==> config.mk <==
export PLATFORM = sky130hd
export DESIGN_NAME = krt_ctrl
export DESIGN_NICKNAME = d
export VERILOG_FILES = /design/src/rtl/krt_pkg.sv /design/src/rtl/krt_ctrl.sv
export VERILOG_INCLUDE_DIRS = /design/src /design/src/rtl
export SDC_FILE = /design/constraint.sdc
export NUM_CORES = 1
export LEC_CHECK = 0
export ABC_AREA = 1
export BUFFER_PORTS_ARGS = -buffer_cell sky130_fd_sc_hd__buf_4
export CAP_MARGIN = 30
export CORE_MARGIN = 1.5
export CORE_UTILIZATION = 25
export DETAILED_ROUTE_END_ITERATION = 10
export GPL_TIMING_DRIVEN = 0
export MAX_ROUTING_LAYER = met4
export PLACE_DENSITY = 0.44
export SYNTH_ARGS = -nofsm -noshare
export SYNTH_HDL_FRONTEND = slang
export SYNTH_SLANG_ARGS = --single-unit
==> constraint.sdc <==
create_clock -name clock -period 1.15 [get_ports clock]
set_input_delay 0.115 -clock clock [delete_from_list [all_inputs] [get_ports clock]]
set_output_delay 0.115 -clock clock [all_outputs]
set_load 0.1 [all_outputs]
==> src/rtl/assert_macros.svh <==
// assertion macros
`ifndef ASSERT_MACROS_SVH
`define ASSERT_MACROS_SVH
`ifndef ASSERT_OFF
`define ASSERT_IMPLIES(label, clk, rst, a, b) \
   label: assert property (@(posedge clk) disable iff (rst) (a) |-> (b)) \
      else $error("assertion failed");
`define ASSERT_NEXT(label, clk, rst, a, b) \
   label: assert property (@(posedge clk) disable iff (rst) (a) |=> (b)) \
      else $error("assertion failed");
`else
`define ASSERT_IMPLIES(label, clk, rst, a, b)
`define ASSERT_NEXT(label, clk, rst, a, b)
`endif
`endif

==> src/rtl/krt_pkg.sv <==
`default_nettype none
package krt_pkg;
   localparam int ENTRIES = 64;
   localparam int IDX_W = $clog2(ENTRIES);
   localparam int CNT_W = $clog2(ENTRIES + 1);

   localparam logic [2:0] CMD_DECLARE = 3'd0;
   localparam logic [2:0] CMD_WRITE   = 3'd1;
   localparam logic [2:0] CMD_PUBLISH = 3'd2;
   localparam logic [2:0] CMD_REMOTE  = 3'd3;
   localparam logic [2:0] CMD_READ    = 3'd4;

   localparam logic [2:0] ST_OK           = 3'd0;
   localparam logic [2:0] ST_NOT_FOUND    = 3'd1;
   localparam logic [2:0] ST_FULL         = 3'd2;
   localparam logic [2:0] ST_ZERO_KEY     = 3'd3;
   localparam logic [2:0] ST_MISMATCH     = 3'd4;
   localparam logic [2:0] ST_NOT_WRITABLE = 3'd5;
   localparam logic [2:0] ST_NOT_READABLE = 3'd6;
   localparam logic [2:0] ST_EVENT        = 3'd7;

   typedef struct packed {
      logic [2:0]  cmd;
      logic [31:0] key_hash;
      logic [3:0]  value_type;
      logic [63:0] value_data;
      logic [31:0] time_a;
      logic [31:0] time_b;
      logic        faulty_in;
      logic [7:0]  unit_code;
      logic [7:0]  latency_code;
      logic [5:0]  class_bits;
   } req_type;

   typedef struct packed {
      logic [2:0]  status;
      logic [3:0]  type_out;
      logic [63:0] value_out;
      logic [31:0] stamp_out;
      logic [31:0] age_out;
      logic [7:0]  unit_out;
      logic [7:0]  latency_out;
      logic [31:0] bound_out;
      logic [1:0]  policy_out;
      logic        has_data_out;
      logic        faulty_out;
   } rsp_type;

   // controller to datapath
   typedef struct packed {
      logic load;      // capture request, start at home slot
      logic rd;        // issue read of probe slot
      logic step;      // advance probe slot
      logic commit;    // perform command on probe slot
      logic fail;      // finish with no slot found
      logic rsp_take;  // result consumed
   } ctl_type;

   // datapath to controller
   typedef struct packed {
      logic zero_key;
      logic hit;
      logic empty;
      logic exhausted;
      logic rsp_busy;
   } sts_type;
endpackage
`default_nettype wire

==> src/rtl/krt_ctrl.sv <==
`default_nettype none
module krt_ctrl (
   input  wire logic             clock,
   input  wire logic             reset,
   input  wire logic             start,
   input  wire krt_pkg::sts_type sts,
   output krt_pkg::ctl_type      ctl,
   output logic                  idle
);
   import krt_pkg::*;
   `include "assert_macros.svh"

   typedef enum logic [4:0] {
      S_IDLE  = 5'b00001,
      S_READ  = 5'b00010,
      S_WAIT  = 5'b00100,
      S_CHECK = 5'b01000,
      S_OUT   = 5'b10000
   } state_type;

   state_type state_ff, state_in;

   always_comb begin
      state_in = state_ff;
      ctl = '0;
      unique case (state_ff)
         S_IDLE: if (start) begin
            ctl.load = 1'b1;
            state_in = S_READ;
         end
         S_READ: begin
            if (sts.zero_key) begin
               if (!sts.rsp_busy) begin
                  ctl.fail = 1'b1;
                  state_in = S_OUT;
               end
            end else begin
               ctl.rd = 1'b1;
               state_in = S_WAIT;
            end
         end
         S_WAIT: state_in = S_CHECK;
         S_CHECK: begin
            if (sts.hit || sts.empty) begin
               if (!sts.rsp_busy) begin
                  ctl.commit = 1'b1;
                  state_in = S_OUT;
               end
            end else if (sts.exhausted) begin
               if (!sts.rsp_busy) begin
                  ctl.fail = 1'b1;
                  state_in = S_OUT;
               end
            end else begin
               ctl.step = 1'b1;
               state_in = S_READ;
            end
         end
         S_OUT: state_in = S_IDLE;
         default: state_in = S_IDLE;
      endcase
   end

   assign idle = (state_ff == S_IDLE);

   always_ff @(posedge clock) begin
      if (reset) state_ff <= S_IDLE;
      else state_ff <= state_in;
   end

   `ASSERT_IMPLIES(a_onehot, clock, reset, 1'b1, $onehot(state_ff))
   `ASSERT_IMPLIES(a_excl, clock, reset, 1'b1, $onehot0({ctl.commit, ctl.fail, ctl.step}))
   `ASSERT_NEXT(a_rd_wait, clock, reset, ctl.rd, state_ff == S_WAIT)
endmodule
`default_nettype wire

After elaboration in Yosys (flattened, before gate mapping) --
Index checks and enable logic that the tools add are counted.
Storage, ports and cells: register bits after elaboration 5, logic and storage cells 26
Operators by class: mux-type cells 19, eq/ne operators 5, reduce and logical (&&, ||, !) cells 1
Operator list (number):
- two-way mux 5 bit | 5
- case mux 5 bit (4 select lines) | 1
- two-way mux 1 bit | 11
- == test 5 x 1 -> 1 bit, second input constant | 1
- == test 5 x 2 -> 1 bit, second input constant | 1
- == test 5 x 3 -> 1 bit, second input constant | 1
- == test 5 x 4 -> 1 bit, second input constant | 1
- two-way mux 2 bit | 1
- inequality test 2 bit, second input constant | 1
- case mux 1 bit (2 select lines) | 1
- logical OR 1 bit | 1

Depth between registers and ports, before layout --
Gate-level depths: netlist of run 1.
depth in word-level cells 4, depth in mapped cells 7, mapped depth without buffers 7

Least setup slack after synthesis of run 1 --
No wires, ideal clock.
kind reg-to-output, from reg state_ff[3], to out ctl[3] (netlist name), arrival 3.492 ns, path slack -2.457 ns, required time 1.035 ns, stages on the path, launching flop included 5, path through dfxtp_1 -> inv_2 -> nor2_4 -> nand2_2 -> nor4_1
RTL lines:
- start: declaration | RTL line krt_ctrl.sv:21 | state_type state_ff, state_in;
- start signal: assignment | RTL line krt_ctrl.sv:68 | else state_ff <= state_in;
- end: declaration | RTL line krt_ctrl.sv:7 | output krt_pkg::ctl_type ctl,

==> results.yml, run 1 <==
status:
  outcome: "complete, but fails checks"
  violations: "setup timing"
yosys:
  syn_avg_cell_area_um2: 6.04
  synth_edf_count: 0
  syn-instance-count: 64
  async_flop_share: 0
  yosysTopAreaCell: "dfxtp_1"
  synth.most_common_cell: "nor2_1"
  ys_ff_latch: 5
  synth_compound_area_frac: 0.110
  synth_area_leaders: "dfxtp_1, nor2_1, inv_1"
  synth_top_family_by_area: "simple AND/OR/NAND/NOR gates"
  yosysUniqueCellTypes: 20
  yosys.area_share.simple: 0.485
  synthXorXnorAreaFrac: 0
  syn_area_um2: 387
  synth_fa_ha_area_frac: 0
  yosysWarningCount: 0
  synth.top_cells.by_count: "nor2_1, inv_1, nand2_1"
  ys_seq_area_frac: 0.259
  netlist.area_leader.share: 0.259
  synth_mux_area_frac: 0
  syn-num-nets: 72
  synth_ff_type: "dfxtp_1"
placed_design:
  portBuffers: 13
  hpwlAfterDp_um: 770
  dp_cells: 93
  routabilityCongestion: 0.695
  place_ws_ns: -0.288
sta:
  final-hold-violation-count: 0
  worst_clock_skew_ns: 0.00333
  drv_slew: 0
  setup_slack_ns: -0.314
  rsz0062_at_grt: "yes"
  final.min_clock_period_ns: 1.46
  fin_crit_sh: 1.27
  max_freq_mhz: 683
  final-setup-viol-count: 9
  fin_setup_tns_ns: -1.77
global_routing:
  grt_overflow: 0
  grt_start_max_net_pins: 6
  first_global_vias: 434
  track_usage: 0.141
  antenna_found_initial: 0
  grt_pass1_wl_mm: 1.87
floorplan:
  die-height_um: 42.3
  pin_count: 15
  initial_core_util: 0.263
  dieArea_um2: 1790
  core_area_um2: 1470
  fp.dieW_um: 42.3
  rows: 14
route:
  top_layer_used: "met4"
  wl_met2_um: 533
  post_drt_wl_per_cell_um: 9.99
  totalWireLength_mm: 1.06
  num_vias: 484
  vias_per_cell: 4.57
  ant_nets: 0
  drc: 0
  met1_length_um: 474
  wl_met3_um: 36
  firstDrtPassIters: 4
  drtIter0Drc: 3
layout:
  n_antenna_cell: 0
  layout.cells.non_filler: 106
  largest-register: "state_ff"
  drive_above_1_share: 0.578
  area_growth_pct: 95.8
  n_fill_cell: 155
  largest_reg_flops: 5
  reg_top3: "state_ff (5)"
  layout.nets: 99
clocking:
  htreeDepth: 1
  clock_path_buffers: 2
  path_clk_slew_ns: 0.04
  cts-root-buf: "clkbuf_4"
  clock_sink_count: 5
  numCtsBuffers: 3
  clock_latency_ns: 0.24
  tritoncts: "built"
setup_path:
  arrival_ns: 1.35
  cp_max_fo: 4
  cp.required_ns: 1.03
  worstSetupStartpointType: "register"
  end_kind: "output pin"
  worstSetupPathType: "register to output pin"
pwr:
  ir_drop_v: 0.000662
  power.density_nw_per_um2: 1620
  leakage_nw: 0.338
  total_power_mw: 1.23
flow_run:
  cap_violations: 0
min_path:
  hold_path_class: "primary input to register"
## layout by cell type (no fill, tap or decap), drive strengths merged, types with 2 or more instances in the layout
| master | n |
|---|---|
| a21oi | 3 |
| buf | 23 |
| clkbuf | 4 |
| dfxtp | 5 |
| inv | 11 |
| nand2 | 13 |
| nand3 | 4 |
| nor2 | 16 |
| nor3 | 3 |
| o21ai | 2 |
## metal layers
metal / global-route usage / up-vias
li1: - / 249
met1: 0.170 / 219
met2: 0.228 / 14
met3: 0.0172 / 2
met4: 0.0750 / 0
met5: - / -
## metrics by stage
stage / hold slack [ns] / util / instance area, µm²
after CTS: 0.0279 / 0.496 / 729
after global routing: 0.0350 / 0.514 / 757
after detailed placement: 0.285 / 0.397 / 584
after floorplan: 0.177 / - / 467
final: 0.0361 / 0.514 / 757
after global placement: 0.285 / 0.397 / 584
## cells by family after synthesis
| family | count (synthesis) |
|---|---|
| flops | 5 |
| simple gates | 38 |
| buf+inv | 13 |
| compound gates | 7 |
| other cells | 1 |
## critical path, cell delays in order (launching register included)
cell and delay [ns]:
dfxtp_2 0.32, inv_2 0.06, nand2_2 0.07, nor2_4 0.14
nand2_4 0.10, nor4_4 0.16, buf_6 0.26
## worst paths after layout
| kind | startpoint | to | slack (ns) | cells past startpoint |
|---|---|---|---|---|
| min | reset | state_ff[3]$_SDFFE_PP0P_ | 0.04 | 2 |
| max | state_ff[1]$_SDFFE_PP0P_ | ctl[3] | -0.31 | 6 |
| max reg2reg | state_ff[4]$_SDFFE_PP0P_ | state_ff[1]$_SDFFE_PP0P_ | -0.06 | 7 |
| min reg2reg | state_ff[0]$_SDFFE_PP1P_ | state_ff[2]$_SDFFE_PP0P_ | 0.57 | 3 |
## what timing repair did
action	CTS	global route
hold buffers	0	0
gates resized for setup	18	4
setup buffers	7	2
pin swaps	6	6
setup endpoints to repair	6	9
## cell type report
class	count	area, µm²	share of cell area
clock buffer	4	26.3	0.0347
multi-input combinational	46	312	0.412
sequential	5	111	0.147
timing repair buffer	22	231	0.306
inverter	12	48.8	0.0645
tap	16	20.0	0.0264
buffer	1	7.51	0.00992
## power breakdown
group          switching (mW)  total, mW  internal [mW]
registers              0.0220      0.221          0.199
logic                   0.504      0.806          0.302
clock network          0.0680      0.199          0.131
Power figures use the tool's default switching activity.
==> run 2, diff against run 1 <==
CORE_AREA = 2 2 39 41   (was unset)
CORE_MARGIN = unset   (was 1.5)
CORE_UTILIZATION = unset   (was 25)
DIE_AREA = 0 0 41 43   (was unset)
PLACE_DENSITY = 0.49   (was 0.44)
==> results.yml, run 2 (synthesized netlist as in run 1, its figures left out) <==
setup_path:
  cp.required_ns: 1.03
  arrival_ns: 1.34
  slowest_stage: "dfxtp_4"
  critPathTopFamily: "simple AND/OR/NAND/NOR gates"
  worstSetupStartpointType: "register"
  cp_max_fo: 4
  end_kind: "output pin"
  crit_path_cell_trace: "nor3_4 -> nand2_2 -> o22ai_4 -> buf_12"
  cp.buffers_inverters: 1
  worstSetupPathType: "register to output pin"
  cp_slowest_stage_delay_ns: 0.36
min_path:
  hold_path_class: "primary input to register"
floorplan:
  core_area_um2: 1380
  initial_core_util: 0.279
  die-height_um: 43
  dieArea_um2: 1760
  rows: 14
  pin_count: 15
  fp.dieW_um: 41
layout:
  n_antenna_cell: 0
  final_common_cell: "buf_4"
  layout_common_cells: "buf_4, nor2_1, nand2_1, inv_1, buf_12"
  design_area_um2: 759
  final_util: 0.549
  drive_above_1_share: 0.578
  multi_input_area_um2: 307
  largest-register: "state_ff"
  layout.nets: 99
  n_fill_cell: 147
  largest_reg_flops: 5
  register_area_um2: 111
  area_growth_pct: 96.4
  reg_top3: "state_ff (5)"
clocking:
  cts-root-buf: "clkbuf_4"
  numCtsBuffers: 3
  tritoncts: "built"
  htreeDepth: 1
  clock_latency_ns: 0.23
  clock_sink_count: 5
  clock_path_buffers: 2
  path_clk_slew_ns: 0.04
  hold_buffers: 0
global_routing:
  grt_overflow: 0
  grt_start_max_net_pins: 6
  track_usage: 0.133
  antenna_found_initial: 0
  first_global_vias: 431
  grt_pass1_wl_mm: 1.55
pwr:
  leakage_nw: 0.340
  power.density_nw_per_um2: 1590
  ir_drop_v: 0.000812
sta:
  max_freq_mhz: 688
  worst_clock_skew_ns: 0.00241
  rsz0062_at_grt: "yes"
  fin_crit_sh: 1.26
  drv_slew: 0
  final-setup-viol-count: 9
  final.min_clock_period_ns: 1.45
  setup_slack_ns: -0.303
  final-hold-violation-count: 0
route:
  ant_nets: 0
  totalWireLength_mm: 1.01
  drc: 0
  drtIter0Drc: 2
  vias_per_cell: 4.47
  post_drt_wl_per_cell_um: 9.53
  num_vias: 474
  firstDrtPassIters: 2
placed_design:
  hpwlAfterDp_um: 758
  portBuffers: 13
  postPlaceCellArea_um2: 584
  routabilityCongestion: 0.715
status:
  violations: "setup timing"
  outcome: "complete, but fails checks"
flow_run:
  cap_violations: 0
## run 2: path summary, 6_finish.rpt
check | startpoint | to | slack (ns) | depth (start not counted)
min | reset | state_ff[3]$_SDFFE_PP0P_ | 0.04 | 2
min reg2reg | state_ff[3]$_SDFFE_PP0P_ | state_ff[3]$_SDFFE_PP0P_ | 0.59 | 3
max | state_ff[4]$_SDFFE_PP0P_ | ctl[1] | -0.30 | 4
max reg2reg | state_ff[4]$_SDFFE_PP0P_ | state_ff[4]$_SDFFE_PP0P_ | -0.14 | 7
## run 2: report_power, final
part           leakage [nW]  internal, mW  total [mW]  switching (mW)
registers            0.0430         0.199       0.218          0.0191
clock network        0.0150         0.131       0.193          0.0625
logic                 0.282         0.301       0.798           0.497
total                 0.340         0.631        1.21           0.579
## run 2: worst register-to-register path: stages, from the launching register on
cell and delay (ns):
dfxtp_4 0.36, nor3_4 0.26, nand2_2 0.15, buf_4 0.16, buf_6 0.11, nor2_2 0.07
nor2_1 0.05, nor2_1 0.08
## run 2: repair_timing
item / 4_1_cts / 5_1_grt
resized for setup: 17 / 6
pin swaps: 7 / 8
endpoints found under the setup margin: 6 / 9
setup buffers: 5 / 4
## run 2: per-layer routing
metal	routed length [µm]	track usage	vias to the layer above
li1	-	-	248
met2	552	0.231	11
met1	417	0.127	215
met3	40	0.0209	0
met4	0	0.0800	0
met5	0	-	-
## run 2: final cells by class
class	count	area share
Timing Repair Buffer	22	0.315
Tap cell	16	0.0264
Clock buffer	4	0.0346
Multi-Input combinational cell	46	0.404
Sequential cell	5	0.147
Inverter	12	0.0643
Buffer	1	0.00988
## run 2: stage by stage
stage                     setup WS (ns)  setup TNS [ns]  total power, mW  cells  hold WS (ns)
after global placement           -0.300          -0.889            0.830     93         0.285
final                            -0.303           -1.85             1.21    106        0.0426
after floorplan                  -0.590           -1.64            0.719     64         0.177
after global routing             -0.374           -2.48             1.28    106        0.0386
after detailed placement         -0.294          -0.848            0.831     93         0.289
after CTS                        -0.317           -1.78             1.21    102        0.0368
==> run 3, diff against run 2 <==
MAX_ROUTING_LAYER = unset   (was met4)
==> results.yml, run 3 (synthesized netlist as in run 1, its figures left out) <==
sta:
  drv_slew: 0
  final-setup-viol-count: 9
  holdWs_ns: 0.0426
  worst_clock_skew_ns: 0.00241
  max_freq_mhz: 688
  fin_crit_sh: 1.26
  fin_setup_tns_ns: -1.85
  setup_slack_ns: -0.303
  rsz0062_at_grt: "yes"
  final-hold-violation-count: 0
  final.min_clock_period_ns: 1.45
floorplan:
  die-height_um: 43
  core_area_um2: 1380
  dieArea_um2: 1760
  fp.dieW_um: 41
  rows: 14
  initial_core_util: 0.279
  pin_count: 15
setup_path:
  cp.required_ns: 1.03
  critical_path.reg2reg.endpoint: "state_ff[4]$_SDFFE_PP0P_"
  r2r_setup_slack_ns: -0.14
  end_kind: "output pin"
  worstSetupStartpointType: "register"
  cp_max_fo: 4
  r2r-start: "state_ff[4]$_SDFFE_PP0P_"
  arrival_ns: 1.34
  worstSetupPathType: "register to output pin"
  rr_worst_depth: 7
placed_design:
  postPlaceCellArea_um2: 584
  hpwlAfterDp_um: 758
  place_ws_ns: -0.294
  dp_cells: 93
  routabilityCongestion: 0.707
  portBuffers: 13
min_path:
  hold_end: "state_ff[3]$_SDFFE_PP0P_"
  min-delay-start: "reset"
  hold_path_class: "primary input to register"
  whs_path_depth: 2
layout:
  drive_above_1_share: 0.578
  final_common_cell: "buf_4"
  final_util: 0.549
  layout_common_cells: "buf_4, nor2_1, nand2_1, inv_1, buf_12"
  area_growth_pct: 96.4
  reg_top3: "state_ff (5)"
  largest-register: "state_ff"
  design_area_um2: 759
  layout.cells.non_filler: 106
  layout.nets: 99
  n_fill_cell: 147
  largest_reg_flops: 5
  n_antenna_cell: 0
pwr:
  ir_drop_v: 0.000812
  power.density_nw_per_um2: 1590
  power_frac_clock: 0.160
  p_int_mw: 0.631
  total_power_mw: 1.21
  switching_power_mw: 0.579
  switching_share: 0.478
  seqPwrFrac: 0.180
  leakage_nw: 0.340
  comb_power_share: 0.660
clocking:
  path_clk_slew_ns: 0.04
  htreeDepth: 1
  clock_path_buffers: 2
  numCtsBuffers: 3
  clock_sink_count: 5
  hold_buffers: 0
  cts-root-buf: "clkbuf_4"
  tritoncts: "built"
  clock_latency_ns: 0.23
route:
  num_vias: 474
  post_drt_wl_per_cell_um: 9.53
  drtIter0Drc: 2
  vias_per_cell: 4.47
  firstDrtPassIters: 2
  totalWireLength_mm: 1.01
  ant_nets: 0
  drc: 0
global_routing:
  first_global_vias: 432
  track_usage: 0.130
  grt_start_max_net_pins: 6
  antenna_found_initial: 0
  grt_overflow: 0
  grt_pass1_wl_mm: 1.55
status:
  outcome: "complete, but fails checks"
  violations: "setup timing"
flow_run:
  cap_violations: 0
==> run 3: cell counts in the layout (fill, tap and decap cells not counted) <==
Identical to the previous run, type by type.
==> run 3: power by group through the flow <==
stage / registers [mW] / clock network, mW / logic [mW]
5_1_grt: 0.221 / 0.215 / 0.846
2_1_floorplan: 0.216 / 0 / 0.503
3_3_place_gp: 0.220 / 0 / 0.610
6_report: 0.218 / 0.193 / 0.798
4_1_cts: 0.217 / 0.204 / 0.785
3_5_place_dp: 0.220 / 0 / 0.611
==> run 3: worst max-delay path by stage <==
| stage | startpoint | depth (start not counted) | end | slack [ns] |
|---|---|---|---|---|
| after floorplan | state_ff[0]$_SDFFE_PP1P_ | 5 | ctl[3] | -0.59 |
| after global placement | sts[2] | 5 | ctl[1] | -0.30 |
| after detailed placement | sts[2] | 5 | ctl[1] | -0.29 |
| after CTS | state_ff[3]$_SDFFE_PP0P_ | 4 | ctl[1] | -0.32 |
| after global routing | state_ff[4]$_SDFFE_PP0P_ | 4 | ctl[1] | -0.37 |
| final | state_ff[4]$_SDFFE_PP0P_ | 4 | ctl[1] | -0.30 |
==> run 3: area by class of cell <==
type	count	area, µm²	share of cell area
well taps	16	20.0	0.0264
plain buffers	1	7.51	0.00988
multi-input cells	46	307	0.404
inverters	12	48.8	0.0643
flip-flops and latches	5	111	0.147
repair buffers	22	239	0.315
clock buffers	4	26.3	0.0346
==> run 3: repair_timing <==
action                                  CTS  global route
pin swaps                                 7             8
endpoints found under the setup margin    6             9
buffers inserted                          5             4
gates resized for setup                  17             6
==> run 3: metal layers <==
layer / vias up / routed length (µm) / share of wire / GRT usage
li1: 248 / - / - / -
met5: - / 0 / 0 / 0
met4: 0 / 0 / 0 / 0.0800
met1: 215 / 410 / 0.41 / 0.123
met3: 0 / 48 / 0.048 / 0.0262
met2: 11 / 552 / 0.55 / 0.231
==> run 3: worst max-delay path, cell delays in order, from the launching register on <==
cell     delay (ns)
dfxtp_4        0.36
nor3_4         0.26
nand2_2        0.15
o22ai_4        0.15
buf_12         0.19
